--- src/rtl/core/fca_pkg.sv ---
package fca_pkg;

    // Color and bitmap geometry. A color is packed as blue<<16 | green<<8 | red.
    localparam int COLOR_W     = 24;
    localparam int BYTE_W      = 8;
    localparam int ROW_SEL_W   = 6;
    localparam int ROW_W       = 1 << ROW_SEL_W;
    localparam int ROW_ADDR_W  = COLOR_W - ROW_SEL_W;
    localparam int ROW_COUNT   = 1 << ROW_ADDR_W;

    // Step of the search cursor, modulo 2^COLOR_W.
    localparam logic [COLOR_W-1:0] CURSOR_STRIDE = COLOR_W'(97);

    // Depth of the command queue between front and back.
    localparam int QUEUE_DEPTH = 4;
    localparam int QUEUE_PTR_W = 2;
    localparam int QUEUE_CNT_W = 3;

    // Operation codes as they arrive on the input stream.
    typedef enum logic [1:0] {
        OP_CLEAR = 2'd0,
        OP_MARK  = 2'd1,
        OP_FIND  = 2'd2
    } op_t;

    // One classified command as it waits in the queue.
    typedef struct packed {
        op_t                op;
        logic [COLOR_W-1:0] color;
    } cmd_t;

    // States of the back-end sequencer.
    typedef enum logic [1:0] {
        ST_CLEAR = 2'd0,
        ST_IDLE  = 2'd1,
        ST_CHECK = 2'd2
    } eng_state_t;

endpackage

--- src/rtl/core/fca_queue.sv ---
module fca_queue (
    input  logic            clk,
    input  logic            rst_n,
    input  logic            push,
    input  fca_pkg::cmd_t   push_cmd,
    output logic            full,
    input  logic            pop,
    output logic            head_valid,
    output fca_pkg::cmd_t   head_cmd
);

    fca_pkg::cmd_t                      entry_reg [fca_pkg::QUEUE_DEPTH];
    logic [fca_pkg::QUEUE_PTR_W-1:0]    wr_ptr_reg;
    logic [fca_pkg::QUEUE_PTR_W-1:0]    rd_ptr_reg;
    logic [fca_pkg::QUEUE_CNT_W-1:0]    count_reg;
    logic [fca_pkg::QUEUE_CNT_W-1:0]    count_next;

    assign full       = (count_reg == fca_pkg::QUEUE_CNT_W'(fca_pkg::QUEUE_DEPTH));
    assign head_valid = (count_reg != '0);
    assign head_cmd   = entry_reg[rd_ptr_reg];

    // Occupancy follows pushes and pops.
    always_comb
    begin
        count_next = count_reg;
        if (push && !(pop && head_valid))
        begin
            count_next = count_reg + 1'b1;
        end
        else if (!push && pop && head_valid)
        begin
            count_next = count_reg - 1'b1;
        end
    end

    // Pointers and occupancy.
    always_ff @(posedge clk or negedge rst_n)
    begin
        if (!rst_n)
        begin
            wr_ptr_reg <= '0;
            rd_ptr_reg <= '0;
            count_reg  <= '0;
        end
        else
        begin
            count_reg <= count_next;
            if (push)
            begin
                wr_ptr_reg <= wr_ptr_reg + 1'b1;
            end
            if (pop && head_valid)
            begin
                rd_ptr_reg <= rd_ptr_reg + 1'b1;
            end
        end
    end

    // Entry storage.
    always_ff @(posedge clk)
    begin
        if (push)
        begin
            entry_reg[wr_ptr_reg] <= push_cmd;
        end
    end

endmodule

--- config.mk ---
export PLATFORM = sky130hd
export DESIGN_NAME = fca_queue
export DESIGN_NICKNAME = d
export VERILOG_FILES = /design/src/rtl/core/fca_pkg.sv /design/src/rtl/core/fca_queue.sv
export SDC_FILE = /design/constraint.sdc
export NUM_CORES = 1
export LEC_CHECK = 0
export ABC_AREA = 1
export BUFFER_PORTS_ARGS = -buffer_cell sky130_fd_sc_hd__buf_2
export CAP_MARGIN = 30
export CORE_AREA = 2 2 95 97
export DETAILED_ROUTE_END_ITERATION = 8
export DIE_AREA = 0 0 97 99
export HOLD_SLACK_MARGIN = 0.1
export PLACE_DENSITY = 0.74
export SYNTH_ARGS = -nofsm -noshare
export SYNTH_HDL_FRONTEND = slang
export SYNTH_SLANG_ARGS = --single-unit
--- constraint.sdc ---
create_clock -name clk -period 1.4 [get_ports clk]
set_input_delay 0.14 -clock clk [delete_from_list [all_inputs] [get_ports clk]]
set_output_delay 0.14 -clock clk [all_outputs]
set_load 0.1 [all_outputs]
==> results of run 1 <==
[metrics by stage]
step	worst slack, ns	TNS (ns)	instances	hold slack (ns)
3_3_place_gp	-0.0803	-0.929	489	-0.0182
6_report	-0.490	-15.18	559	0.162
5_1_grt	-0.546	-18.98	559	0.170
3_5_place_dp	-0.127	-1.50	489	-0.0152
2_1_floorplan	-0.399	-4.65	306	-0.156
4_1_cts	-0.445	-10.67	543	0.121
[repair_timing]
| action | in CTS | in global routing |
|---|---|---|
| endpoints found under the hold margin | 112 | 0 |
| cloned | 2 | 11 |
| gates resized for setup | 23 | 45 |
| pin swaps | 9 | 10 |
| endpoints found under the setup margin | 58 | 122 |
| buffers inserted | 8 | 5 |
| hold buffers | 28 | 0 |
[layout make-up]
type                    instances  area share, %
clock buffers                  10           1.74
clock inverters                 6          0.512
inverters                      13           1.30
multi-input cells             165           24.6
flip-flops and latches        111           45.0
well taps                     108           1.84
repair buffers                144           24.8
repair inverters                2          0.205
[worst max-delay path, cell delays in order (launching register included)]
cell and delay, ns:
dfrtp_2 0.45, buf_12 0.16, buf_4 0.18, nor2_1 0.26, o22ai_4 0.14, buf_12 0.18
[cell usage in the layout (no fill, tap or decap), types with 2 or more instances in the layout]
cell           instances
clkbuf_16              7
xor2_1                 2
clkinvlp_4             6
dlygate4sd3_1         28
o21ai_0                2
edfxtp_1             104
dfrtp_1                5
nor2_4                15
nand2_4                7
nand3_1                2
inv_1                  3
o21ai_4               25
nand2_2                2
nor2_1                23
dfrtp_2                2
o21ai_1                7
clkinv_2               2
inv_4                  2
clkbuf_8               9
inv_2                  3
buf_4                 23
buf_12                44
buf_2                 29
ha_4                   4
o21ai_2               19
buf_6                 11
nor2_2                17
nand2_1               11
o22ai_4               26
[final timing paths]
path	from	end	slack [ns]
worst max-delay path	rd_ptr_reg[0]$_DFFE_PN0P_	head_cmd[24]	-0.49
worst min-delay path	rst_n	count_reg[2]$_DFFE_PN0P_	0.16
worst max register to register	count_reg[0]$_DFFE_PN0P_	count_reg[2]$_DFFE_PN0P_	-0.15
worst min register to register	count_reg[2]$_DFFE_PN0P_	count_reg[2]$_DFFE_PN0P_	0.54
max in group asynchronous	rst_n	rd_ptr_reg[0]$_DFFE_PN0P_	1.05
min in group clk	push	wr_ptr_reg[1]$_DFFE_PN0P_	0.19
[routing by layer]
layer / share of wire (%) / vias up / global-route usage, %
met5: 0 / - / 0
met4: 2.1 / 0 / 7.48
met3: 5.5 / 21 / 2.77
met2: 55 / 112 / 37.8
met1: 38 / 1580 / 25.7
li1: - / 1409 / -
[logic make-up after synthesis]
logic type,count (synthesis),synth area share (%)
DFF,111,76.7
adders and majority gates,5,1.63
and+or+nand+nor,78,7.47
buffers and inverters,30,3.78
xor gates and xnor gates,2,0.407
AOI/OAI and AO/OA,80,10.1
==> results by group, run 1 <==
Synth
  – Most frequent cell after synthesis: edfxtp_1
  – Post-synth ARST share: 6.31%
  – Seq/Total Area, Yosys: 76.7%
  – Register bit count reported by yosys: 111
  – Synth cell types: 23
  – Area contributors post-synth: edfxtp_1 (73%), o21ai_0 (5.5%), nor2_1 (4.7%)
  – Post-synth top flop: edfxtp_1
  – Synth Instances: between 300 and 400
  – Syn Area/Cell: 14.1 um^2
  – Post-synth top area share: around 73%
  – Post-synth top area cell: edfxtp_1
  – Yosys warning count: 0
  – Synthesized area: 4300 um^2
  – EDFF count, synth: 104
  – Syn_nets: 341
  – Post-synth top cells: edfxtp_1 (104), nor2_1 (54), o21ai_0 (47)

Placement
  – DP HPWL: 5980 um
  – Placement-stage cell area: 6310 um^2
  – RD Place Congestion: 0.705
  – IO Port Bufs: 57

Drt
  – Wire per inst: 21.8 um
  – Routed Antenna Nets: 0
  – First drt pass iteration count: 4
  – Via density: approximately 5.6
  – Via count: 3122
  – DRC errors left: 0
  – DRT iter0 DRCs: 165
  – WL final: 12200 um

Run
  – Max_cap viols: 0

Timing
  – Slew headroom: 78.3%
  – Slew @ Worst Pin: 0.322 ns
  – Min setup slack post-route: -0.490 ns
  – Final setup fails: about 130
  – Slew Viols, Final: 0
  – Max Freq: 0.529 GHz
  – Final min period: 1.89 ns
  – Count of final hold-check violations: 0
  – Tcrit/Tclk final: 135%
  – RSZ-0062 raised after global routing: true
  – Clk_skew: 0.0118 ns

Global route
  – Pin count of the biggest net entering global routing: 27
  – Gr usage total: 20.8%
  – First-pass GRT wire length: 15500 um
  – Initial antenna violation count: 0
  – Vias in the first global route: 3141
  – Congestion Overflow GR: 0

Layout
  – Final core utilization: 85.8%
  – Area Overhead vs Synth: 70.5%
  – Total Nets Final: around 480
  – Multi-input logic area: 1800 um^2
  – Share of cells above drive strength 1: 57.9%
  – N_diodes: 0
  – Register area: roughly 3300 um^2
  – Cell area after layout: 7340 um^2
  – Number of flip-flops under the largest register name: approximately 100
  – Filler instances: 363

Setup path
  – Worst reg2reg path depth: 10
  – WP data required: between 1 and 1.5 ns
  – Critical path class: flip-flop to primary output
  – Crit Path Max Fanout: 9
  – Critical path arrival: 1.75 ns
  – Startpoint Class: flip-flop
  – Setup crit end kind: primary output

Floorplan
  – Ports: 58
  – Row count: 34
  – DIE AREA: 9600 um^2
  – DIE WIDTH: roughly 97 um
  – Core area: 8550 um^2
  – Initial Utilization: 50.3%
  – Die Ht: about 99 um

Run status
  – Status: finished, violations left
  – Failing checks: setup timing

Clock network
  – TritonCTS sink count: about 110
  – CTS buffer count: 9
  – Skew-Pair Late Insertion Delay: between 0.3 and 0.4 ns
  – CTS tree: yes
  – Root buffer cell: clkbuf_8
  – Clk slew on worst S/H paths: between 0.1 and 0.15 ns
  – H-tree depth: 3
  – Clock Tree Buf Depth: 2

Min path
  – Hold crit path type: primary input to asynchronous set/reset pin
Power of run 1 is left out: the tool's default activity adds up to more than one toggle a clock period on the data nets, which glitch-free logic cannot reach.
==> inputs of run 2 (changes only) <==
Settings changed: BUFFER_PORTS_ARGS -buffer_cell sky130_fd_sc_hd__buf_2 to -buffer_cell sky130_fd_sc_hd__clkbuf_2.
==> run 2 against run 1 <==
Net effect:
- the flow still finishes with violations (setup timing)
- worst setup slack improved by 0.0034 ns
- first-iteration DRC count rose by 76%
- register-to-register slack barely moved
- sequential share of layout area fell by 0.61 points
- utilization rose by 1.2 points
- hold slack got worse by 0.029 ns
- via count rose by 0.42%
- clock skew rose by 0.0014 ns
- critical path depth did not move
- die area did not move
- final area rose by 1.4%
- highest routed layer unchanged
==> results by group, run 2 (synthesized netlist as in run 1, its figures left out) <==
Setup path
  – Setup crit end kind: primary output
  – Critical path arrival: 1.75 ns
  – Startpoint Class: flip-flop
  – Critical path class: flip-flop to primary output
  – Crit Path Max Fanout: 9
  – WP data required: between 1 and 1.5 ns

Global route
  – Congestion Overflow GR: 0
  – Initial antenna violation count: 1
  – First-pass GRT wire length: around 16000 um
  – Vias in the first global route: approximately 3.2k
  – Gr usage total: about 22%
  – Pin count of the biggest net entering global routing: 37

Drt
  – Via density: 5.55
  – DRT iter0 DRCs: 291
  – Routed Antenna Nets: 0
  – DRC errors left: 0
  – Via count: ~3.1k
  – WL final: approximately 13000 um
  – Wire per inst: 22.4 um
  – First drt pass iteration count: 4

Timing
  – Max Freq: 0.530 GHz
  – Final hold slack: 0.133 ns
  – Slew @ Worst Pin: around 0.34 ns
  – Clk_skew: 0.0132 ns
  – Final setup fails: 126
  – Slew headroom: between 70% and 80%
  – RSZ-0062 raised after global routing: true
  – Tcrit/Tclk final: 135%
  – Final min period: between 1.5 and 2 ns
  – Slew Viols, Final: 0
  – Count of final hold-check violations: 0
  – Min setup slack post-route: -0.487 ns

Layout
  – Area Overhead vs Synth: 72.9%
  – Number of flip-flops under the largest register name: 104
  – Non-filler cells, final: 565
  – Total Nets Final: about 500
  – Commonest cells after routing, fill and taps aside: edfxtp_1 (104), buf_12 (44), clkbuf_2 (29)
  – Commonest non-fill, non-tap cell in the layout: edfxtp_1
  – Multi-input logic area: 1890 um^2
  – Share of cells above drive strength 1: about three fifths
  – Filler instances: about 330
  – Register area: 3300 um^2

Run
  – Max_cap viols: 0

Clock network
  – CTS tree: yes
  – Root buffer cell: clkbuf_8
  – Skew-Pair Late Insertion Delay: 0.38 ns
  – Clk slew on worst S/H paths: 0.11 ns
  – Clock Tree Buf Depth: 2
  – CTS buffer count: 9
  – H-tree depth: 3
  – TritonCTS sink count: 111

Floorplan
  – Initial Utilization: 50.3%
  – Die Ht: a little under 100 um
  – DIE WIDTH: 97 um
  – Core area: 8550 um^2
  – Ports: a little under 60
  – Row count: 34
  – DIE AREA: 9600 um^2

Placement
  – IO Port Bufs: between 50 and 60
  – DP Cell Count: 490
  – DP HPWL: 6130 um
  – RD Place Congestion: 0.762

Run status
  – Failing checks: setup timing
  – Status: finished, violations left

Min path
  – Hold crit path type: primary input to asynchronous set/reset pin
[run 2: cell count changes in the layout (fill, tap and decap cells not counted), moves of 3 or more]
| cell | before | now |
|---|---|---|
| nor2_2 | 17 | 21 |
| nand2_1 | 11 | 8 |
| o21ai_1 | 7 | 18 |
| clkbuf_2 | 0 | 29 |
| o21ai_2 | 19 | 8 |
| nor2_1 | 23 | 6 |
| nor2_4 | 15 | 28 |
| nand2_2 | 2 | 6 |
| buf_2 | 29 | 0 |
| buf_6 | 11 | 18 |
[run 2: layout make-up]
cell class / count / area share (%)
Inverter: 13 / 1.19
Clock inverter: 5 / 0.454
Clock buffer: 11 / 1.77
Timing Repair inverter: 1 / 0.118
Antenna cell: 1 / 0.0336
Tap cell: 108 / 1.82
Multi-Input combinational cell: 165 / 25.4
Sequential cell: 111 / 44.4
Timing Repair Buffer: 150 / 24.9
[run 2: per-stage QoR]
step	worst slack, ns	instance area, um^2	utilization [%]	TNS, ns
detailed placement	-0.146	6280	73.4	-0.562
global route	-0.514	7440	87.0	-18.37
global placement	-0.0809	6280	73.4	-0.266
CTS	-0.430	6850	80.1	-10.40
finish	-0.487	7440	87.0	-14.16
floorplan	-0.399	5220	-	-4.65
[run 2: worst paths after layout]
| check | from | end | slack (ns) | cells after the start |
|---|---|---|---|---|
| setup / recovery | rd_ptr_reg[0]$_DFFE_PN0P_ | head_cmd[16] | -0.49 | 5 |
| hold / removal | rst_n | wr_ptr_reg[1]$_DFFE_PN0P_ | 0.13 | 2 |
| setup reg to reg | count_reg[0]$_DFFE_PN0P_ | count_reg[2]$_DFFE_PN0P_ | -0.16 | 9 |
| hold reg to reg | wr_ptr_reg[0]$_DFFE_PN0P_ | wr_ptr_reg[0]$_DFFE_PN0P_ | 0.62 | 2 |
| max in group asynchronous | rst_n | rd_ptr_reg[1]$_DFFE_PN0P_ | 1.04 | 2 |
| min in group clk | pop | rd_ptr_reg[0]$_DFFE_PN0P_ | 0.14 | 3 |
[run 2: repair_timing]
item | 4_1_cts | 5_1_grt
hold endpoints to repair | 111 | 0
endpoints found under the setup margin | 30 | 110
cloned | 1 | 9
hold buffers | 27 | 0
buffers inserted | 6 | 19
resized for setup | 26 | 84
pin swaps | 4 | 17
[run 2: critical path, cell delays in order (launching register included)]
cell       delay, ns
dfrtp_2         0.50
buf_4           0.19
clkbuf_16       0.19
nor2_2          0.19
o22ai_4         0.11
buf_12          0.18
[run 2: per-layer routing]
layer  part of all wire (%)  track usage [%]
met1                     37             26.7
met4                    1.9             6.39
met3                    6.2             4.26
met5                      0                0
met2                     55             39.4
Power of run 2 is left out for the same reason.
==> inputs of run 3 (changes only) <==
Settings changed: CORE_AREA 2 2 95 97 to 2 2 94 96, CTS_BUF_LIST from default to sky130_fd_sc_hd__clkbuf_8, DIE_AREA 0 0 97 99 to 0 0 96 98, PLACE_DENSITY 0.74 to 0.75.
==> run 3 against run 2 <==
Net effect:
- the run still ends with setup timing left
- highest routed layer unchanged
- maximum frequency is 1.5% higher
- clock skew is 0.0032 ns lower
- first-iteration DRC count is 40% lower
- die area is 2.0% lower
- count of clock-buffer cells in the layout is 2 lower
- worst setup slack better by 0.028 ns
- hold slack worse by 0.026 ns
==> results by group, run 3 (synthesized netlist as in run 1, its figures left out) <==
Run status
  – Status: finished, violations left
  – Failing checks: setup timing

Floorplan
  – Core area: 8470 um^2
  – Ports: a little under 60
  – Initial Utilization: 50.8%
  – DIE AREA: roughly 9400 um^2
  – Die Ht: 98 um
  – DIE WIDTH: 96 um
  – Row count: 34

Setup path
  – Critical path class: flip-flop to primary output
  – Startpoint Class: flip-flop
  – Crit path largest cell delay: 0.54 ns
  – Setup crit end kind: primary output
  – Top cell by count, worst path: buf_12
  – CP max-delay cell: dfrtp_2
  – Critical-path cell list: inv_8, buf_12, nor2_4, o22ai_4, buf_12
  – Crit Path Max Fanout: 11
  – Critical path arrival: about 1.7 ns
  – WP data required: about 1.3 ns

Layout
  – Number of flip-flops under the largest register name: 104
  – Commonest non-fill, non-tap cell in the layout: edfxtp_1
  – Area Overhead vs Synth: 64.3%
  – Commonest cells after routing, fill and taps aside: edfxtp_1 (104), buf_12 (40), buf_4 (35)
  – N_diodes: 0
  – Share of cells above drive strength 1: 53.5%
  – Non-filler cells, final: 557
  – Total Nets Final: ~480

Drt
  – Via density: ~5.4
  – First drt pass iteration count: 4
  – Routed Antenna Nets: 0
  – Via count: 3009
  – Wire per inst: approximately 20 um
  – DRC errors left: 0
  – DRT iter0 DRCs: ~180
  – WL final: ~11000 um

Timing
  – Slew @ Worst Pin: 0.386 ns
  – Slew Viols, Final: 0
  – Final min period: 1.86 ns
  – Setup TNS: -12.19 ns
  – Count of final hold-check violations: 0
  – Clk_skew: 0.0100 ns
  – RSZ-0062 raised after global routing: true
  – Tcrit/Tclk final: 133%
  – Slew headroom: 74.3%
  – Min setup slack post-route: -0.459 ns
  – Final hold slack: 0.107 ns
  – Max Freq: around 0.54 GHz
  – Final setup fails: 95

Global route
  – Initial antenna violation count: 0
  – First-pass GRT wire length: between 15000 and 20000 um
  – Pin count of the biggest net entering global routing: 25
  – Gr usage total: between 20% and 30%
  – Congestion Overflow GR: 0
  – Vias in the first global route: 3148

Clock network
  – CTS buffer count: 9
  – CTS tree: yes
  – Root buffer cell: clkbuf_8
  – Clock Tree Buf Depth: 2
  – Clk slew on worst S/H paths: about 0.1 ns
  – H-tree depth: 3
  – Skew-Pair Late Insertion Delay: 0.37 ns
  – TritonCTS sink count: 111

Placement
  – Place WS: -0.116 ns
  – DP HPWL: 6240 um
  – IO Port Bufs: 57
  – RD Place Congestion: 0.820
  – DP Cell Count: about 500

Min path
  – Hold crit path type: primary input to flip-flop

Run
  – Max_cap viols: 0
-- run 3: final cells by class --
cell class / count / area, um^2
sequential: 111 / 3300
multi-input combinational: 165 / 1680
timing repair buffer: 143 / 1660
fill: 377 / 1400
tap: 108 / 135
clock buffer: 9 / 124
inverter: 13 / 78.8
clock inverter: 7 / 77.6
timing repair inverter: 1 / 6.26
-- run 3: path summary, 6_finish.rpt --
| path | startpoint | endpoint | slack (ns) | cells past startpoint |
|---|---|---|---|---|
| max | rd_ptr_reg[0]$_DFFE_PN0P_ | head_cmd[0] | -0.46 | 5 |
| min | pop | rd_ptr_reg[0]$_DFFE_PN0P_ | 0.11 | 3 |
| max reg2reg | count_reg[0]$_DFFE_PN0P_ | count_reg[1]$_DFFE_PN0P_ | -0.07 | 7 |
| min reg2reg | count_reg[2]$_DFFE_PN0P_ | count_reg[2]$_DFFE_PN0P_ | 0.61 | 3 |
| max in group asynchronous | rst_n | wr_ptr_reg[0]$_DFFE_PN0P_ | 1.06 | 2 |
| min in group asynchronous | rst_n | count_reg[2]$_DFFE_PN0P_ | 0.14 | 2 |
-- run 3: what timing repair did --
action,in CTS,in global routing
resized for setup,17,20
hold endpoints to repair,111,0
setup buffers,4,6
cloned,1,3
hold buffers,27,0
pin swaps,5,10
endpoints found under the setup margin,30,80
-- run 3: routing by layer --
layer | track usage (%) | vias to the layer above | wire [um]
li1 | - | 1396 | -
met5 | 0 | - | 0
met2 | 40.1 | 85 | 5900
met1 | 27.8 | 1505 | 4360
met4 | 7.25 | 0 | 225
met3 | 4.32 | 23 | 380
-- run 3: through the flow --
stage | cell area, um^2 | util [%]
after floorplan | 5220 | -
after global placement | 6340 | 74.9
after detailed placement | 6340 | 74.9
after CTS | 6890 | 81.4
after global routing | 7070 | 83.5
final | 7070 | 83.5
-- run 3: worst max-delay path, delay by kind of cell (launching register included) --
kind / cells / cell delay (ns)
AOI/OAI and AO/OA: 1 / 0.20
DFF: 1 / 0.54
buffers and inverters: 3 / 0.56
and+or+nand+nor: 1 / 0.05
Power of run 3 is left out for the same reason.
